<file path="config.mk">
export PLATFORM = sky130hd
export DESIGN_NAME = sha256_message_digest
export DESIGN_NICKNAME = d
export VERILOG_FILES = /design/src/sv/sha256_pkg.sv /design/src/sv/sha256_front.sv /design/src/sv/sha256_engine.sv /design/src/sv/sha256_message_digest.sv
export SDC_FILE = /design/constraint.sdc
export NUM_CORES = 2
export LEC_CHECK = 0
export BUFFER_PORTS_ARGS = -buffer_cell sky130_fd_sc_hd__buf_2
export CORE_UTILIZATION = 58
export DETAILED_ROUTE_END_ITERATION = 12
export HOLD_SLACK_MARGIN = 0.03
export PLACE_DENSITY = 0.74
export SETUP_SLACK_MARGIN = 0.05
export SYNTH_ARGS = -nofsm -noshare
export SYNTH_HDL_FRONTEND = slang
export SYNTH_SLANG_ARGS = --single-unit
</file>
<file path="constraint.sdc">
create_clock -name clk -period 15.5 [get_ports clk]
set_input_delay 3.875 -clock clk [delete_from_list [all_inputs] [get_ports clk]]
set_output_delay 3.875 -clock clk [all_outputs]
set_load 0.005 [all_outputs]
</file>
<file path="src/sv/sha256_pkg.sv">
package sha256_pkg;

    localparam int ROUNDS = 64;
    localparam int QDEPTH = 4;

    // queue entry between the input port and the hash engine
    typedef struct packed {
        logic [31:0] data;
        logic [2:0]  nbytes;
        logic        last;
    } item_t;

    typedef enum logic [2:0] {
        S_IDLE,
        S_PACK,
        S_PAD,
        S_ROUND,
        S_ADD,
        S_OUT
    } eng_state_t;

    function automatic logic [31:0] round_k(input logic [5:0] t);
        logic [31:0] k;
        case (t)
            6'd0: k = 32'h428A2F98; 6'd1: k = 32'h71374491;
            6'd2: k = 32'hB5C0FBCF; 6'd3: k = 32'hE9B5DBA5;
            6'd4: k = 32'h3956C25B; 6'd5: k = 32'h59F111F1;
            6'd6: k = 32'h923F82A4; 6'd7: k = 32'hAB1C5ED5;
            6'd8: k = 32'hD807AA98; 6'd9: k = 32'h12835B01;
            6'd10: k = 32'h243185BE; 6'd11: k = 32'h550C7DC3;
            6'd12: k = 32'h72BE5D74; 6'd13: k = 32'h80DEB1FE;
            6'd14: k = 32'h9BDC06A7; 6'd15: k = 32'hC19BF174;
            6'd16: k = 32'hE49B69C1; 6'd17: k = 32'hEFBE4786;
            6'd18: k = 32'h0FC19DC6; 6'd19: k = 32'h240CA1CC;
            6'd20: k = 32'h2DE92C6F; 6'd21: k = 32'h4A7484AA;
            6'd22: k = 32'h5CB0A9DC; 6'd23: k = 32'h76F988DA;
            6'd24: k = 32'h983E5152; 6'd25: k = 32'hA831C66D;
            6'd26: k = 32'hB00327C8; 6'd27: k = 32'hBF597FC7;
            6'd28: k = 32'hC6E00BF3; 6'd29: k = 32'hD5A79147;
            6'd30: k = 32'h06CA6351; 6'd31: k = 32'h14292967;
            6'd32: k = 32'h27B70A85; 6'd33: k = 32'h2E1B2138;
            6'd34: k = 32'h4D2C6DFC; 6'd35: k = 32'h53380D13;
            6'd36: k = 32'h650A7354; 6'd37: k = 32'h766A0ABB;
            6'd38: k = 32'h81C2C92E; 6'd39: k = 32'h92722C85;
            6'd40: k = 32'hA2BFE8A1; 6'd41: k = 32'hA81A664B;
            6'd42: k = 32'hC24B8B70; 6'd43: k = 32'hC76C51A3;
            6'd44: k = 32'hD192E819; 6'd45: k = 32'hD6990624;
            6'd46: k = 32'hF40E3585; 6'd47: k = 32'h106AA070;
            6'd48: k = 32'h19A4C116; 6'd49: k = 32'h1E376C08;
            6'd50: k = 32'h2748774C; 6'd51: k = 32'h34B0BCB5;
            6'd52: k = 32'h391C0CB3; 6'd53: k = 32'h4ED8AA4A;
            6'd54: k = 32'h5B9CCA4F; 6'd55: k = 32'h682E6FF3;
            6'd56: k = 32'h748F82EE; 6'd57: k = 32'h78A5636F;
            6'd58: k = 32'h84C87814; 6'd59: k = 32'h8CC70208;
            6'd60: k = 32'h90BEFFFA; 6'd61: k = 32'hA4506CEB;
            6'd62: k = 32'hBEF9A3F7; default: k = 32'hC67178F2;
        endcase
        return k;
    endfunction

    function automatic logic [31:0] init_hash(input logic [2:0] i);
        logic [31:0] h;
        case (i)
            3'd0: h = 32'h6a09e667; 3'd1: h = 32'hbb67ae85;
            3'd2: h = 32'h3c6ef372; 3'd3: h = 32'ha54ff53a;
            3'd4: h = 32'h510e527f; 3'd5: h = 32'h9b05688c;
            3'd6: h = 32'h1f83d9ab; default: h = 32'h5be0cd19;
        endcase
        return h;
    endfunction

endpackage

</file>
<file path="src/sv/sha256_front.sv">
// Input queue: accepts items and holds them for the engine.
module sha256_front (
    input  logic                clk,
    input  logic                rst_n,
    input  logic                push,
    output logic                full,
    input  sha256_pkg::item_t   in_item,
    output logic                q_valid,
    input  logic                q_take,
    output sha256_pkg::item_t   q_item
);
    sha256_pkg::item_t mem [sha256_pkg::QDEPTH];
    logic [1:0] wr_reg, rd_reg;
    logic [2:0] cnt_reg;
    logic       do_push, do_pop;

    assign full    = (cnt_reg == 3'(sha256_pkg::QDEPTH));
    assign q_valid = (cnt_reg != 3'd0);
    assign do_push = push && !full;
    assign do_pop  = q_take && q_valid;
    assign q_item  = mem[rd_reg];

    always_ff @(posedge clk)
    begin
        if (do_push)
        begin
            // clamp counts above four
            mem[wr_reg] <= '{data: in_item.data,
                             nbytes: (in_item.nbytes > 3'd4) ? 3'd4 : in_item.nbytes,
                             last: in_item.last};
        end
    end

    always_ff @(posedge clk or negedge rst_n)
    begin
        if (!rst_n)
        begin
            wr_reg  <= '0;
            rd_reg  <= '0;
            cnt_reg <= '0;
        end
        else
        begin
            if (do_push) wr_reg <= wr_reg + 2'd1;
            if (do_pop)  rd_reg <= rd_reg + 2'd1;
            cnt_reg <= cnt_reg + 3'(do_push) - 3'(do_pop);
        end
    end

    assert property (@(posedge clk) disable iff (!rst_n) cnt_reg <= 3'(sha256_pkg::QDEPTH))
        else $error("queue count overflow");
    assert property (@(posedge clk) disable iff (!rst_n) full |-> !do_push)
        else $error("push into full queue");
    assert property (@(posedge clk) disable iff (!rst_n)
        (do_push && !do_pop) |=> cnt_reg == $past(cnt_reg) + 3'd1)
        else $error("queue count miss");
endmodule

</file>
<file path="src/sv/sha256_engine.sv">
// Packs bytes, pads, compresses and emits the digest.
module sha256_engine (
    input  logic               clk,
    input  logic               rst_n,
    input  logic               q_valid,
    output logic               q_take,
    input  sha256_pkg::item_t  q_item,
    output logic               empty,
    input  logic               pop,
    output logic [31:0]        digest_word,
    output logic [2:0]         word_index,
    output logic               digest_last
);
    sha256_pkg::eng_state_t st_reg, st_next;
    logic [31:0] hv_reg [8];
    logic [31:0] wv_reg [8];
    logic [31:0] w_reg  [16];
    logic [5:0]  fill_reg;
    logic [63:0] bits_reg;
    logic [5:0]  rnd_reg;
    logic [31:0] word_reg;
    logic [2:0]  left_reg;      // bytes of current item still to pack
    logic        last_reg;
    logic        padded_reg;    // 0x80 already placed
    logic        spill_reg;     // 0x80 landed past byte 55: rest of block is zero
    logic        len_done_reg;  // length bytes are in the block being hashed
    logic [2:0]  oidx_reg;

    // byte to place this cycle in PACK / PAD
    logic [7:0]  pad_byte;
    logic [7:0]  cur_byte;
    logic        full_blk;
    logic [31:0] ws, w2, w15, s0, s1, t1, t2, a, e;
    logic [3:0]  widx;

    always_comb
    begin
        if (!padded_reg)
            pad_byte = 8'h80;
        else if (fill_reg >= 6'd56 && !spill_reg)
            pad_byte = bits_reg[8'(7 - (fill_reg - 6'd56)) * 8 +: 8];
        else
            pad_byte = 8'h00;
    end
    assign cur_byte = (st_reg == sha256_pkg::S_PACK) ? word_reg[31:24] : pad_byte;
    assign full_blk = (fill_reg == 6'd63);

    // schedule and round
    assign widx = rnd_reg[3:0];
    assign w2   = w_reg[widx - 4'd2];
    assign w15  = w_reg[widx - 4'd15];
    assign s1   = {w2[16:0], w2[31:17]} ^ {w2[18:0], w2[31:19]} ^ (w2 >> 10);
    assign s0   = {w15[6:0], w15[31:7]} ^ {w15[17:0], w15[31:18]} ^ (w15 >> 3);
    assign ws   = (rnd_reg >= 6'd16) ? s1 + w_reg[widx - 4'd7] + s0 + w_reg[widx]
                                     : w_reg[widx];
    assign a    = wv_reg[0];
    assign e    = wv_reg[4];
    assign t1   = wv_reg[7] + ({e[5:0], e[31:6]} ^ {e[10:0], e[31:11]} ^ {e[24:0], e[31:25]})
                + ((e & wv_reg[5]) ^ (~e & wv_reg[6])) + sha256_pkg::round_k(rnd_reg) + ws;
    assign t2   = ({a[1:0], a[31:2]} ^ {a[12:0], a[31:13]} ^ {a[21:0], a[31:22]})
                + ((a & wv_reg[1]) ^ (a & wv_reg[2]) ^ (wv_reg[1] & wv_reg[2]));

    always_comb
    begin
        st_next = st_reg;
        case (st_reg)
            sha256_pkg::S_IDLE:
                if (q_valid) st_next = sha256_pkg::S_PACK;
            sha256_pkg::S_PACK:
                if (left_reg != 3'd0)
                begin
                    if (full_blk) st_next = sha256_pkg::S_ROUND;
                end
                else if (last_reg) st_next = sha256_pkg::S_PAD;
                else st_next = sha256_pkg::S_IDLE;
            sha256_pkg::S_PAD:
                if (full_blk) st_next = sha256_pkg::S_ROUND;
            sha256_pkg::S_ROUND:
                if (rnd_reg == 6'(sha256_pkg::ROUNDS - 1)) st_next = sha256_pkg::S_ADD;
            sha256_pkg::S_ADD:
                if (left_reg != 3'd0) st_next = sha256_pkg::S_PACK;
                else if (!last_reg) st_next = sha256_pkg::S_IDLE;
                else if (len_done_reg) st_next = sha256_pkg::S_OUT;
                else st_next = sha256_pkg::S_PAD;
            sha256_pkg::S_OUT:
                if (pop && oidx_reg == 3'd7) st_next = sha256_pkg::S_IDLE;
            default: st_next = sha256_pkg::S_IDLE;
        endcase
    end

    always_comb
    begin
        q_take      = (st_reg == sha256_pkg::S_IDLE);
        empty       = (st_reg != sha256_pkg::S_OUT);
        digest_word = hv_reg[oidx_reg];
        word_index  = oidx_reg;
        digest_last = (oidx_reg == 3'd7);
    end

    always_ff @(posedge clk)
    begin
        if (st_reg == sha256_pkg::S_PACK && left_reg != 3'd0
            || st_reg == sha256_pkg::S_PAD)
        begin
            w_reg[fill_reg[5:2]][8'(3 - fill_reg[1:0]) * 8 +: 8] <= cur_byte;
        end
        if (st_reg == sha256_pkg::S_ROUND)
            w_reg[widx] <= ws;
    end

    always_ff @(posedge clk or negedge rst_n)
    begin
        if (!rst_n)
        begin
            st_reg       <= sha256_pkg::S_IDLE;
            fill_reg     <= '0;
            bits_reg     <= '0;
            rnd_reg      <= '0;
            left_reg     <= '0;
            last_reg     <= 1'b0;
            padded_reg   <= 1'b0;
            spill_reg    <= 1'b0;
            len_done_reg <= 1'b0;
            oidx_reg     <= '0;
            word_reg     <= '0;
            for (int i = 0; i < 8; i++)
            begin
                hv_reg[i] <= sha256_pkg::init_hash(3'(i));
                wv_reg[i] <= '0;
            end
        end
        else
        begin
            st_reg <= st_next;
            case (st_reg)
                sha256_pkg::S_IDLE:
                    if (q_valid)
                    begin
                        word_reg <= q_item.data;
                        left_reg <= q_item.nbytes;
                        last_reg <= q_item.last;
                        bits_reg <= bits_reg + 64'({q_item.nbytes, 3'b000});
                    end
                sha256_pkg::S_PACK:
                    if (left_reg != 3'd0)
                    begin
                        word_reg <= {word_reg[23:0], 8'h00};
                        left_reg <= left_reg - 3'd1;
                        fill_reg <= fill_reg + 6'd1;
                        // block complete: load working vars for round 0
                        if (full_blk)
                            for (int i = 0; i < 8; i++) wv_reg[i] <= hv_reg[i];
                    end
                sha256_pkg::S_PAD:
                begin
                    padded_reg <= 1'b1;
                    fill_reg   <= fill_reg + 6'd1;
                    if (fill_reg == 6'd63)
                        spill_reg <= 1'b0;
                    else if (!padded_reg && fill_reg >= 6'd56)
                        spill_reg <= 1'b1;
                    if (full_blk)
                    begin
                        len_done_reg <= padded_reg && !spill_reg;
                        for (int i = 0; i < 8; i++) wv_reg[i] <= hv_reg[i];
                    end
                end
                sha256_pkg::S_ROUND:
                begin
                    wv_reg[7] <= wv_reg[6];
                    wv_reg[6] <= wv_reg[5];
                    wv_reg[5] <= wv_reg[4];
                    wv_reg[4] <= wv_reg[3] + t1;
                    wv_reg[3] <= wv_reg[2];
                    wv_reg[2] <= wv_reg[1];
                    wv_reg[1] <= wv_reg[0];
                    wv_reg[0] <= t1 + t2;
                    rnd_reg   <= rnd_reg + 6'd1;
                end
                sha256_pkg::S_ADD:
                begin
                    for (int i = 0; i < 8; i++) hv_reg[i] <= hv_reg[i] + wv_reg[i];
                    rnd_reg <= '0;
                end
                sha256_pkg::S_OUT:
                    if (pop)
                    begin
                        oidx_reg <= oidx_reg + 3'd1;
                        if (oidx_reg == 3'd7)
                        begin
                            for (int i = 0; i < 8; i++)
                            begin
                                hv_reg[i] <= sha256_pkg::init_hash(3'(i));
                                wv_reg[i] <= '0;
                            end
                            fill_reg     <= '0;
                            bits_reg     <= '0;
                            padded_reg   <= 1'b0;
                            spill_reg    <= 1'b0;
                            len_done_reg <= 1'b0;
                            last_reg     <= 1'b0;
                        end
                    end
                default: ;
            endcase
        end
    end

    assert property (@(posedge clk) disable iff (!rst_n)
        (st_reg == sha256_pkg::S_OUT) |-> (last_reg && padded_reg))
        else $error("digest out before padding");
    assert property (@(posedge clk) disable iff (!rst_n)
        (st_reg != sha256_pkg::S_ROUND && st_reg != sha256_pkg::S_ADD) |-> rnd_reg == 6'd0)
        else $error("round counter stray");
    assert property (@(posedge clk) disable iff (!rst_n)
        (st_reg == sha256_pkg::S_OUT && !pop) |=> $stable(oidx_reg))
        else $error("digest index moved without pop");
endmodule

</file>
<file path="src/sv/sha256_message_digest.sv">
// SHA-256 engine. Push message words (big-endian, byte_count valid bytes from the top,
// last_word on the final word); after the last word the block pads the message, runs
// the remaining compressions and presents the eight digest words, index 0 first, to be
// popped. A four-entry input queue lets words arrive while the engine works. Rate is set
// by the single round unit and the byte packer: a full word is taken, packed one byte at
// a time and then closed, and each 64-byte block runs its 64 rounds and then the final add.
// Padding is placed byte by byte and costs one or two more blocks; the digest then waits
// for eight pops.
module sha256_message_digest (
    input  logic        clk,
    input  logic        rst_n,
    input  logic        push,
    output logic        full,
    input  logic [31:0] data_word,
    input  logic [2:0]  byte_count,
    input  logic        last_word,
    output logic        empty,
    input  logic        pop,
    output logic [31:0] digest_word,
    output logic [2:0]  word_index,
    output logic        digest_last
);
    sha256_pkg::item_t in_item, q_item;
    logic              q_valid, q_take;

    assign in_item = '{data: data_word, nbytes: byte_count, last: last_word};

    sha256_front u_front (
        .clk(clk), .rst_n(rst_n), .push(push), .full(full), .in_item(in_item),
        .q_valid(q_valid), .q_take(q_take), .q_item(q_item)
    );

    sha256_engine u_engine (
        .clk(clk), .rst_n(rst_n), .q_valid(q_valid), .q_take(q_take), .q_item(q_item),
        .empty(empty), .pop(pop), .digest_word(digest_word), .word_index(word_index),
        .digest_last(digest_last)
    );
endmodule
</file>
Word-level counts from Yosys, hierarchy flattened:

Memory sizes are Yosys's and may differ from the RTL's.
Index checks and enable logic that the tools add are counted.

* add/subtract/negate cells: 34
* magnitude comparators: 4
* eq/ne operators: 18
* shifts and indexed selects: 3
* mux-type cells: 60
* bitwise operators: 18
* reduce and logical (&&, ||, !) cells: 32

Operator list (count)
* $mux 256: 6
* $pmux 256 s4: 1
* $add 32x32->32: 18
* $pmux 256 s2: 1
* $xor 32x32->32: 9
* $mux 32: 8
* $mux 64: 3
* $and 32x32->32: 5
* $pmux 64 s2: 1
* $bmux 32 s3: 1
* $add 64x6->64: 1
* $pmux 32 s2: 1
* $shiftx 64x12->8: 1
* $neg 11->34: 1
* $shift 8x34->32 const A: 1
* $shiftx 8x34->32: 1
* $mux 3: 11
* $not 32->32: 1
* $reduce_or 32->1: 1
* $xor 32x22->32: 1
* $xor 32x29->32: 1
* $mux 8: 3
* $reduce_and 4->1: 5
* $mux 6: 3
* 42 further kinds: 84

* register bits after elaboration: 640
* RAM bits: 656
* bits in read-only memories: 2048
* input bits: 40
* output and inout bits: 38
* word-level logic and storage cells: 202
* memories kept: 3

Memory list
* (name not given): words 64, bits a word 32, rd ports 1, clocked after Yosys merged registers in 0, wr ports 0, RTL line sha256_pkg.sv:24 `case (t)`
* u_engine.w_reg: words 16, bits a word 32, rd ports 4, clocked after Yosys merged registers in 0, wr ports 1, RTL line sha256_engine.sv:17 `logic [31:0] w_reg [16];`
* u_front.mem: words 4, bits a word 36, rd ports 1, clocked after Yosys merged registers in 0, wr ports 1, RTL line sha256_front.sv:12 `sha256_pkg::item_t mem [sha256_pkg::QDEPTH];`

Logic depth before layout (Yosys ltp):

An unclocked memory read counts as a cell.

* depth after elaboration: 11
* mapped depth: 59
* mapped depth without buffers: 53

Cells and area by module:

A second synthesis with hierarchy kept.

* cell total of the unflattened synthesis: 8198
* area, all modules: 90628.2 um^2

By module, submodules not included
* sha256_engine: instances 1, cells an instance 7967, area each 84936.5 um^2, seq. area each 31310.0 um^2
* sha256_front: instances 1, cells an instance 231, area each 5691.7 um^2, seq. area each 4499.3 um^2

Worst setup path before layout:

No wires, ideal clock.

* path type: register to register
* start: register u_engine.rnd_reg[2]
* end: register u_engine.wv_reg (netlist bit u_engine.a[31])
* library setup time: 142 ps
* arrival time: 13315 ps
* data required time: 15358 ps
* path slack: 2042 ps
* cell stages (with the launch flop): 58
* path buffers: 11
* clock period less this slack: 13458 ps
* cell sequence: dfrtp_1 -> clkbuf_1 -> buf_1 -> clkbuf_1 -> clkinv_1 -> clkbuf_1 -> ha_1 -> buf_2 -> buf_2 -> buf_1 -> clkbuf_1 -> buf_2 -> clkbuf_1 -> mux4_2 -> fa_1 -> ha_1 -> ha_1 -> fa_1 -> [22 not listed] -> a21oi_1 -> xnor2_1 -> inv_1 -> fa_1 -> inv_1 -> ha_1 -> a21o_1 -> a211o_1 -> a211oi_1 -> nor3_1 -> nor2_1 -> a211oi_1 -> a211oi_1 -> o21bai_1 -> a21oi_1 -> xnor2_1 -> xnor2_1 -> o221ai_1

* word-level cells in the longest chain between the ends: 11
* elaborated cells on any way between the ends: 18
* classes of those cells: add/sub: 9; order compare: 1; mux: 2; bitwise: 4; memory: 2

Ends and longest elaborated chain
* from (decl): RTL line sha256_engine.sv:20 `logic [5:0] rnd_reg;`
* from (signal assigned): RTL line sha256_engine.sv:178 `rnd_reg <= rnd_reg + 6'd1;`
* $sub 4x2->4: RTL line sha256_engine.sv:50 `assign w2 = w_reg[widx - 4'd2];`
* $mem_v2 16x32
* $xor 32x32->32: RTL line sha256_engine.sv:52 `assign s1 = {w2[16:0], w2[31:17]} ^ {w2[18:0], w2[31:19]} ^ (w2 >> 10);`
* $xor 32x22->32: RTL line sha256_engine.sv:52
* $add 32x32->32 (3 in series): RTL line sha256_engine.sv:54 `assign ws = (rnd_reg >= 6'd16) ? s1 + w_reg[widx - 4'd7] + s0 + w_reg[widx]`
* $mux 32: RTL line sha256_engine.sv:54
* $add 32x32->32 (*): RTL line sha256_engine.sv:59 `+ ((e & wv_reg[5]) ^ (~e & wv_reg[6])) + sha256_pkg::round_k(rnd_reg) + ws;`
* $add 32x32->32 (*): RTL line sha256_engine.sv:177 `wv_reg[0] <= t1 + t2;`
* $pmux 256 s4 (*): RTL line sha256_engine.sv:135 `case (st_reg)`
* to (decl): RTL line sha256_engine.sv:16 `logic [31:0] wv_reg [8];`

Every way passes the cells marked *; elsewhere a longest branch is shown, timed or not.
A chain may end at the register's enable or synchronous reset.

Worst setup path in the final report:

* start: register u_engine.rnd_reg[0]
* end: register u_engine.wv_reg (netlist bit u_engine.a[30])

Same word-level chain as after synthesis.

==> qor.yml <==
largest_register_ffs: 512
fill_cells: 11700
drt_pass1_iterations: 13
synthTopCellsByArea: "edfxtp_1 (22%), mux4_2 (15%), dfrtp_1 (14%)"
yosys.area_share.simple_pct: 8.62
path_max_fanout: 43
ys_ff_latch: 1293
synthTopCellsByCount: "o21ai_0 (677), nand2_1 (658), edfxtp_1 (656), mux4_2 (611), dfrtp_1 (501)"
cts_root_buffer: "clkbuf_16"
worstPathRequired_ns: 16.16
place_congestion: 1.03
die_x_um: 397
critPathMaxStageDelay_ns: 0.87
final_hold_viol_count: 0
initial_core_util_pct: 58.5
period_needed_ns: 13.68
die_y_um: 397
rows: 144
worstSetupEndpointType: "flop"
synth_warnings: 0
postCtsHoldBufs: 0
synth_compound_area_share_pct: 14.7
critPathLaunch: "u_engine.rnd_reg[0]$_DFFE_PN0P_"
path_class: "reg2reg"
hp-class: "reg2reg"
nNetsFinal: 8583
finalClockSkew_ns: 0.0571
rsz0062_at_grt: "false"
grt_pass1_wl_mm: 463
drv_slew: 0
postRouteAntennaNets: 0
synth_ff_type: "edfxtp_1"
max_freq_mhz: 73.1
route.detailed.drc: 12
grt_pass1_vias: 68900
cts.clk_slew.worst_paths_ns: 0.06
io_buffers: 77
slew_headroom_pct: 0.0303
crit_arrival_ns: 14.34
numClockSinks: 1293
routedWlPerCell_um: 31.3
syn_area_um2: 90300
hold_path_depth: 2
fp.coreArea_um2: 154000
overflow: 0
worstSetupStartpointType: "flop"
rr_endpoint: "u_engine.a[30]$_DFFE_PN0P_"
antenna_found_initial: 6
drive_gt1_share_pct: 16.5
pin_count: 78
multi_input_area_um2: 51100
drt_iter0_drc: 9428
synth_top_family_by_area: "multiplexers"
outcome: "complete, but fails checks"
yosys.area_share.adder_pct: 10.3
synth_edf_count: 656
dieArea_um2: 157000
finalSetupViolations: 0
cts_inserted_buffers: 142
cts_tree: "yes"
async_reset_ff_share_pct: 49.3
synth_most_common_cell: "o21ai_0"
track_usage_pct: 40.0
syn2layout_area_growth_pct: 8.38
insertion_delay_ns: 0.83
wl_mm: 316
via_per_inst: 7.03
post-dp-hpwl_mm: 227
min_period_over_period_pct: 88.3
postCtsSetupRepairBufs: 0
critPathCapture: "u_engine.a[30]$_DFFE_PN0P_"
h-tree-depth: 4
clk_path_buf_depth: 3
final-seq-area_um2: 35800
cp_slowest_cell: "ha_4"
ys_seq_area_share_pct: 39.6
grt_max_degree: 219
setup_tns_ns: 0
synthesis.nets: 8720
synth_xor_area_share_pct: 6.11
yosysTopAreaCell: "edfxtp_1"
worst-slew-pin-transition_ns: 1.50
reg2reg_setup_slack_ns: 1.82
worstHoldStart: "u_engine.word_reg[17]$_DFFE_PN0P_"
avgSynthCellArea_um2: 11.2
num_vias: 70900
violations: "DRC, capacitance limit"
maxCapViolCount: 1
synthCells: 8061
r2r-start: "u_engine.rnd_reg[0]$_DFFE_PN0P_"
yosysTopAreaCellShare_pct: 21.8
synth.distinct_cells: 102
rr_worst_depth: 47
cts_resized: 0
synthMuxAreaShare_pct: 16.7
-- layout by cell type, fill, tap and decap left out, types with 123 or more instances in the layout --
cell type and count:
a21o_1 187, buf_4 139, dfstp_2 136, nand3_1 151, ha_1 418, fa_1 197, inv_1 424, o21ai_0 676
xor2_1 289, edfxtp_1 656, a21oi_1 473, a22oi_1 222, dfrtp_1 491, nand2_1 656, clkbuf_16 143, nor2_1 408
nor3_1 123, mux4_2 611, xnor2_1 338
-- metal layers --
metal / track usage [%] / routed length, µm / vias up
met4: 25.9 / 24900 / 4
li1: - / - / 29800
met2: 62.6 / 144000 / 4636
met3: 9.45 / 33000 / 1097
met5: 0 / 25 / -
met1: 49.9 / 113000 / 35300
-- cells by family after synthesis --
family	Yosys count
xor gates and xnor gates	629
buffers and inverters	937
and+or+nand+nor	1703
AOI/OAI and AO/OA	2135
adders and majority gates	623
DFF	1293
muxes	741
-- critical path: cells and delay by family (launching register included) --
kind                     cells  cell delay [ns]
adder cells (fa/ha/maj)      8             3.81
AO/OA/AOI/OAI               16             3.46
AND/OR/NAND/NOR             10             1.87
XOR/XNOR                     5             1.29
buffers and inverters        6             1.17
multiplexers                 2             1.00
flip-flops                   1             0.84
-- per-stage QoR --
step	hold slack [ns]	setup WS [ns]	area, µm²	std cells	utilization (%)
finish	0.487	1.82	97900	10100	63.4
global route	0.508	1.01	97900	10100	63.4
CTS	0.486	1.95	97900	10100	63.4
detailed placement	0.470	2.04	92700	9823	60.0
global placement	0.461	2.06	92700	9823	60.0
floorplan	0.445	2.04	90300	8061	-
-- worst min-delay path by stage --
stage                                              endpoint  slack [ns]
after floorplan           u_engine.word_reg[31]$_DFFE_PN0P_        0.44
after global placement    u_engine.word_reg[14]$_DFFE_PN0P_        0.46
after detailed placement   u_engine.word_reg[7]$_DFFE_PN0P_        0.47
after CTS                 u_engine.word_reg[22]$_DFFE_PN0P_        0.49
after global routing      u_engine.word_reg[22]$_DFFE_PN0P_        0.51
final                     u_engine.word_reg[17]$_DFFE_PN0P_        0.49
-- final cells by class --
| cell class | instances | share of cell area, % |
|---|---|---|
| diodes | 4 | 0.0102 |
| flip-flops and latches | 1293 | 36.6 |
| clock inverters | 78 | 1.29 |
| repair buffers | 227 | 1.69 |
| well taps | 2044 | 2.61 |
| multi-input cells | 5831 | 52.2 |
| inverters | 429 | 1.65 |
| clock buffers | 185 | 3.98 |
Power is not shown: default switching activity piles up to over one toggle a cycle in this logic, so the estimate is an artifact.
